==> config.mk <==
export PLATFORM = sky130hd
export DESIGN_NAME = deq_front
export DESIGN_NICKNAME = d
export VERILOG_FILES = /design/src/hdl/deq_pkg.sv /design/src/hdl/deq_front.sv
export SDC_FILE = /design/constraint.sdc
export NUM_CORES = 1
export LEC_CHECK = 0
export ABC_CLOCK_PERIOD_IN_PS = 4110
export BUFFER_PORTS_ARGS = -buffer_cell sky130_fd_sc_hd__buf_2
export CAP_MARGIN = 20
export CELL_PAD_IN_SITES_DETAIL_PLACEMENT = 0
export CELL_PAD_IN_SITES_GLOBAL_PLACEMENT = 1
export CORE_UTILIZATION = 39
export DETAILED_ROUTE_END_ITERATION = 10
export MAX_ROUTING_LAYER = met4
export PLACE_DENSITY_LB_ADDON = 0.1
export RECOVER_POWER = 25
export SLEW_MARGIN = 20
export SYNTH_ARGS = -nofsm -noshare
export SYNTH_HDL_FRONTEND = slang
export SYNTH_SLANG_ARGS = --single-unit
export TNS_END_PERCENT = 100
==> constraint.sdc <==
create_clock -name clk_i -period 4.11 [get_ports clk_i]
set_input_delay 0.6165 -clock clk_i [delete_from_list [all_inputs] [get_ports clk_i]]
set_output_delay 0.6165 -clock clk_i [all_outputs]
set_load 0.01 [all_outputs]
==> src/hdl/deq_pkg.sv <==
// shared types and constants of the double-ended queue engine
package deq_pkg;

  localparam int unsigned DATA_W = 32;
  localparam int unsigned OP_W   = 3;
  localparam int unsigned POS_W  = 9;
  localparam int unsigned CNT_W  = 9;
  localparam int unsigned QDEPTH = 2;

  localparam logic [OP_W-1:0] OP_PUSH_BACK  = 3'd0;
  localparam logic [OP_W-1:0] OP_PUSH_FRONT = 3'd1;
  localparam logic [OP_W-1:0] OP_POP_BACK   = 3'd2;
  localparam logic [OP_W-1:0] OP_POP_FRONT  = 3'd3;
  localparam logic [OP_W-1:0] OP_INSERT     = 3'd4;
  localparam logic [OP_W-1:0] OP_ERASE      = 3'd5;
  localparam logic [OP_W-1:0] OP_NONE       = 3'd6;

  typedef enum logic [2:0] {
    CMD_PUSH_BACK,
    CMD_PUSH_FRONT,
    CMD_POP_BACK,
    CMD_POP_FRONT,
    CMD_INSERT,
    CMD_ERASE,
    CMD_NOP
  } cmd_e;

  typedef enum logic [1:0] {
    ST_OK,
    ST_EMPTY,
    ST_FULL,
    ST_BAD_POS
  } status_e;

  typedef enum logic [2:0] {
    S_IDLE,
    S_SHIFT_RD,
    S_SHIFT_WR,
    S_FILL,
    S_LOOK,
    S_RESULT
  } state_e;

  typedef struct packed {
    logic [OP_W-1:0]          opcode;
    logic signed [DATA_W-1:0] value;
    logic [POS_W-1:0]         position;
  } in_item_t;

  typedef struct packed {
    logic signed [DATA_W-1:0] front_value;
    logic signed [DATA_W-1:0] back_value;
    logic [CNT_W-1:0]         entry_count;
    logic                     is_empty;
    status_e                  status;
  } out_item_t;

  typedef struct packed {
    cmd_e                     cmd;
    logic signed [DATA_W-1:0] value;
    logic [POS_W-1:0]         position;
  } cmd_t;

endpackage

==> src/hdl/deq_front.sv <==
// front end: opcode decode and a two-entry command queue
module deq_front import deq_pkg::*; (
  input  logic     clk_i,
  input  logic     rst_ni,
  input  logic     in_valid_i,
  output logic     in_stall_o,
  input  in_item_t in_item_i,
  output logic     cmd_valid_o,
  output cmd_t     cmd_o,
  input  logic     cmd_pop_i
);

  cmd_t       buf_q [QDEPTH];
  logic       wr_ptr_q, wr_ptr_d;
  logic       rd_ptr_q, rd_ptr_d;
  logic [1:0] fill_q, fill_d;
  logic       push, pop;
  cmd_t       dec;

  always_comb begin
    dec.value    = in_item_i.value;
    dec.position = in_item_i.position;
    unique case (in_item_i.opcode)
      OP_PUSH_BACK:  dec.cmd = CMD_PUSH_BACK;
      OP_PUSH_FRONT: dec.cmd = CMD_PUSH_FRONT;
      OP_POP_BACK:   dec.cmd = CMD_POP_BACK;
      OP_POP_FRONT:  dec.cmd = CMD_POP_FRONT;
      OP_INSERT:     dec.cmd = CMD_INSERT;
      OP_ERASE:      dec.cmd = CMD_ERASE;
      OP_NONE:       dec.cmd = CMD_NOP;
      default:       dec.cmd = CMD_NOP;
    endcase
  end

  assign in_stall_o  = (fill_q == 2'(QDEPTH));
  assign cmd_valid_o = (fill_q != 2'd0);
  assign cmd_o       = buf_q[rd_ptr_q];
  assign push        = in_valid_i && !in_stall_o;
  assign pop         = cmd_pop_i && cmd_valid_o;

  always_comb begin
    wr_ptr_d = push ? ~wr_ptr_q : wr_ptr_q;
    rd_ptr_d = pop ? ~rd_ptr_q : rd_ptr_q;
    fill_d   = fill_q + 2'(push) - 2'(pop);
  end

  always_ff @(posedge clk_i or negedge rst_ni) begin
    if (!rst_ni) begin
      wr_ptr_q <= 1'b0;
      rd_ptr_q <= 1'b0;
      fill_q   <= 2'd0;
    end else begin
      wr_ptr_q <= wr_ptr_d;
      rd_ptr_q <= rd_ptr_d;
      fill_q   <= fill_d;
    end
  end

  always_ff @(posedge clk_i) begin
    if (push) begin
      buf_q[wr_ptr_q] <= dec;
    end
  end

endmodule

==> qor_table.md <==
| Metric | Reported |
|:---|:---|
| CP Capture Point | cmd_o[43] |
| Post-route clock period utilization | 57.3% |
| GR Overflow Total | 0 |
| Synthesized-area fraction occupied by adder cells | 0.703% |
| Share of synthesized area spent on multiplexers | 18.0% |
| Pin count of the biggest net entering global routing | 45 |
| Worst Setup Slack, final | 1.76 ns |
| Total wire length | 5.57 mm |
| Overall global routing resource usage | 12.7% |
| Most common cell after layout, fill and taps aside | sky130_fd_sc_hd__edfxtp_1 |
| Mean routed wirelength per cell | 15.0 um |
| Total Die Area | 9510 um^2 |
| Worst hold margin | 0.0897 ns |
| NumNets Final | 308 |
| Std cell rows | 34 |
| Clk_lat worst skew | 0.34 ns |
| Worst Clk Skew | 0.00795 ns |
| Worst Path Arrival | 1.74 ns |
| End of the worst register-to-register path | buf_q[0][0] |
| Detailed-route via count | 1688 |
| Static leakage | 1.71 nW |
| Global placement routability congestion | 0.690 |
| Post-route antenna net violation count | 0 |
| Num ports | 94 |
| # clock sinks | 92 |
| Count of mapped cells out of synthesis | 158 |
| Fmax | 425 MHz |
| Layout Area Growth over Synthesis | 21.2% |
| Area share of and/or/nand/nor cells after synthesis | 0.985% |
| Unique masters post-synth | 17 |
| CTS tree | yes |
| Dpl ws | 1.92 ns |
| Maximum level of the CTS H-tree | 3 |
| Worst-path clk slew | 0.09 ns |
| Number of endpoints with negative hold slack in the final report | 0 |
| Setup crit start kind | register |
| Initial DRT Pass Iterations | 4 |
| Cell chosen for the clock root | sky130_fd_sc_hd__clkbuf_8 |
| Horizontal extent of the die | 97.5 um |
| First element of the critical path | rd_ptr_q |
| Highest net fanout along the worst path | 20 |
| Parity-gate share of the synthesized area counting xor and xnor cells | 0.985% |
| Number of warnings printed during yosys synthesis | 0 |
| Total negative slack for setup checks | 0 ns |
| Global-route layer with the greatest usage | met2 |
| DRC violation count after routing | 0 |
| Initial antenna violation count | 1 |
| Met1 Resource Use GR | 14.0% |
| Worst Reg2Reg Path Length in Cells | 4 |
| Slew of the pin with the lowest slew margin | 0.645 ns |
| Starting density of the core | 40.6% |
| Worst ir drop on vdd | 0.315 mV |
| Total of cells resized after clock tree synthesis | 0 |
| Post-CTS Repair Setup Buffers | 0 |
| Hold buffers post-CTS | 0 |
| Port buffer count | 93 |
| Post-route minimum period | 2.35 ns |
| Post-Synthesis Net Count | 208 |
| Data required, critical path | 3.49 ns |
| Final setup violation count | 0 |
| Run status | completed |
| Buffer depth of the longest clock path | 2 |
| Sequential area share after synthesis | 77.1% |
| Setup repair after global routing missed its margin | false |
| Fraction of layout instances using a drive strength above 1 | 56.3% |
| Avg Vias per Cell | 4.54 |
| Die Y-Extent | 97.5 um |
| Total core area | 8760 um^2 |
| Global-route wire length before repair | 8.65 mm |
| Post-DP HPWL | 3.60 mm |
| Met2 capacity usage during global routing | 20.0% |
| Type of the worst setup path | register to primary output |
| Path class of the lowest-slack min-delay path | input pin to asynchronous set/reset pin |
| Combinational family with the most area after synthesis | multiplexers |
| GRT met3 Usage | 5.18% |
| Max-slew headroom | 56.9% |
| Power density of the placed cells | 683 nW/um^2 |
| RR Startpoint | fill_q[1] |
| Fraction of the mapped netlist area in compound gates | 0.211% |
| Max-cap viol count | 0 |
| Synthesis-stage register bit count | 92 |
| Netlist Area Pre-Place | 3560 um^2 |
| Final Slew Violations | 0 |
| Worst setup EP type | primary output |
| Via count of the first global-routing pass | 1688 |
| Total clock buffers created by CTS | 9 |
| Syn Area/Cell | 22.5 um^2 |
| Initial DRC count | 60 |
| Internal reg-to-reg setup slack | 2.14 ns |
| Most used cells in the layout excluding fill and tap cells | sky130_fd_sc_hd__edfxtp_1, sky130_fd_sc_hd__buf_2, sky130_fd_sc_hd__mux2_4, sky130_fd_sc_hd__clkbuf_1, sky130_fd_sc_hd__clkbuf_8 |
[how the worst min path moves through the flow]
stage           endpoint  slack, ns  depth (start not counted)
4_1_cts        fill_q[1]       0.04                          1
5_1_grt        fill_q[0]       0.09                          1
2_1_floorplan  fill_q[0]       0.32                          0
6_report       fill_q[0]       0.09                          1
3_5_place_dp    wr_ptr_q       0.43                          1
3_3_place_gp    wr_ptr_q       0.43                          1
[where the power goes]
part / switching, mW / total (mW) / leakage, nW / internal [mW]
Combinational: 0.495 / 1.01 / 0.753 / 0.516
Sequential: 0.0679 / 1.35 / 0.863 / 1.29
Clock: 0.298 / 0.580 / 0.0943 / 0.281
[kinds of logic (layout without fill, tap and decap cells)]
logic type               after synthesis  after routing
flip-flops                            92             92
multiplexers                          44             44
buffers and inverters                  9            114
AND/OR/NAND/NOR                        6              6
XOR/XNOR                               4              4
adder cells (fa/ha/maj)                2              2
AO/OA/AOI/OAI                          1              1
other                                  0              1
[cells in the mapped netlist]
cell	number	area, um^2
sky130_fd_sc_hd__dfrtp_1	4	100
sky130_fd_sc_hd__and2_4	1	8.76
sky130_fd_sc_hd__xnor2_1	3	26.3
sky130_fd_sc_hd__edfxtp_1	88	2640
sky130_fd_sc_hd__and3_1	1	6.26
sky130_fd_sc_hd__or2_1	1	6.26
sky130_fd_sc_hd__clkbuf_1	2	7.51
sky130_fd_sc_hd__mux2_4	39	586
sky130_fd_sc_hd__nand2b_1	1	6.26
sky130_fd_sc_hd__inv_1	2	7.51
sky130_fd_sc_hd__nand2_1	1	3.75
sky130_fd_sc_hd__buf_6	5	56.3
sky130_fd_sc_hd__mux2_2	5	56.3
sky130_fd_sc_hd__a21boi_0	1	7.51
sky130_fd_sc_hd__ha_1	2	25.0
sky130_fd_sc_hd__nor2_1	1	3.75
sky130_fd_sc_hd__xor2_1	1	8.76
[flip-flops by register name (all words and copies together), names as in the netlist]
register,count
buf_q,88
fill_q,2
rd_ptr_q,1
wr_ptr_q,1
[per-layer routing]
| layer | up-vias | share of wire [%] |
|---|---|---|
| li1 | 810 | - |
| met1 | 807 | 42 |
| met2 | 60 | 49 |
| met3 | 11 | 6.2 |
| met4 | 0 | 2.3 |
| met5 | - | 0 |
[cell type report]
cell class,instances,area [um^2]
diodes,1,2.50
clock buffers,10,128
clock inverters,6,63.8
fillers,782,4450
inverters,2,7.51
multi-input cells,57,757
flip-flops and latches,92,2740
well taps,108,135
repair buffers,96,475
[critical path, cell delays in order, from the launching register on]
cell,delay [ns]
sky130_fd_sc_hd__dfrtp_2,0.47
sky130_fd_sc_hd__buf_4,0.39
sky130_fd_sc_hd__mux2_2,0.38
sky130_fd_sc_hd__buf_2,0.14
[metrics by stage]
stage | util [%] | power (mW) | area [um^2] | std cells
after detailed placement | 47.1 | 2.41 | 4130 | 355
after global routing | 49.2 | 3.11 | 4310 | 372
final | 49.2 | 2.94 | 4310 | 372
after global placement | 47.1 | 2.41 | 4130 | 355
after floorplan | - | 2.11 | 3560 | 158
after CTS | 49.3 | 3.00 | 4320 | 371
No activity file was read; power rests on OpenSTA's default activity.
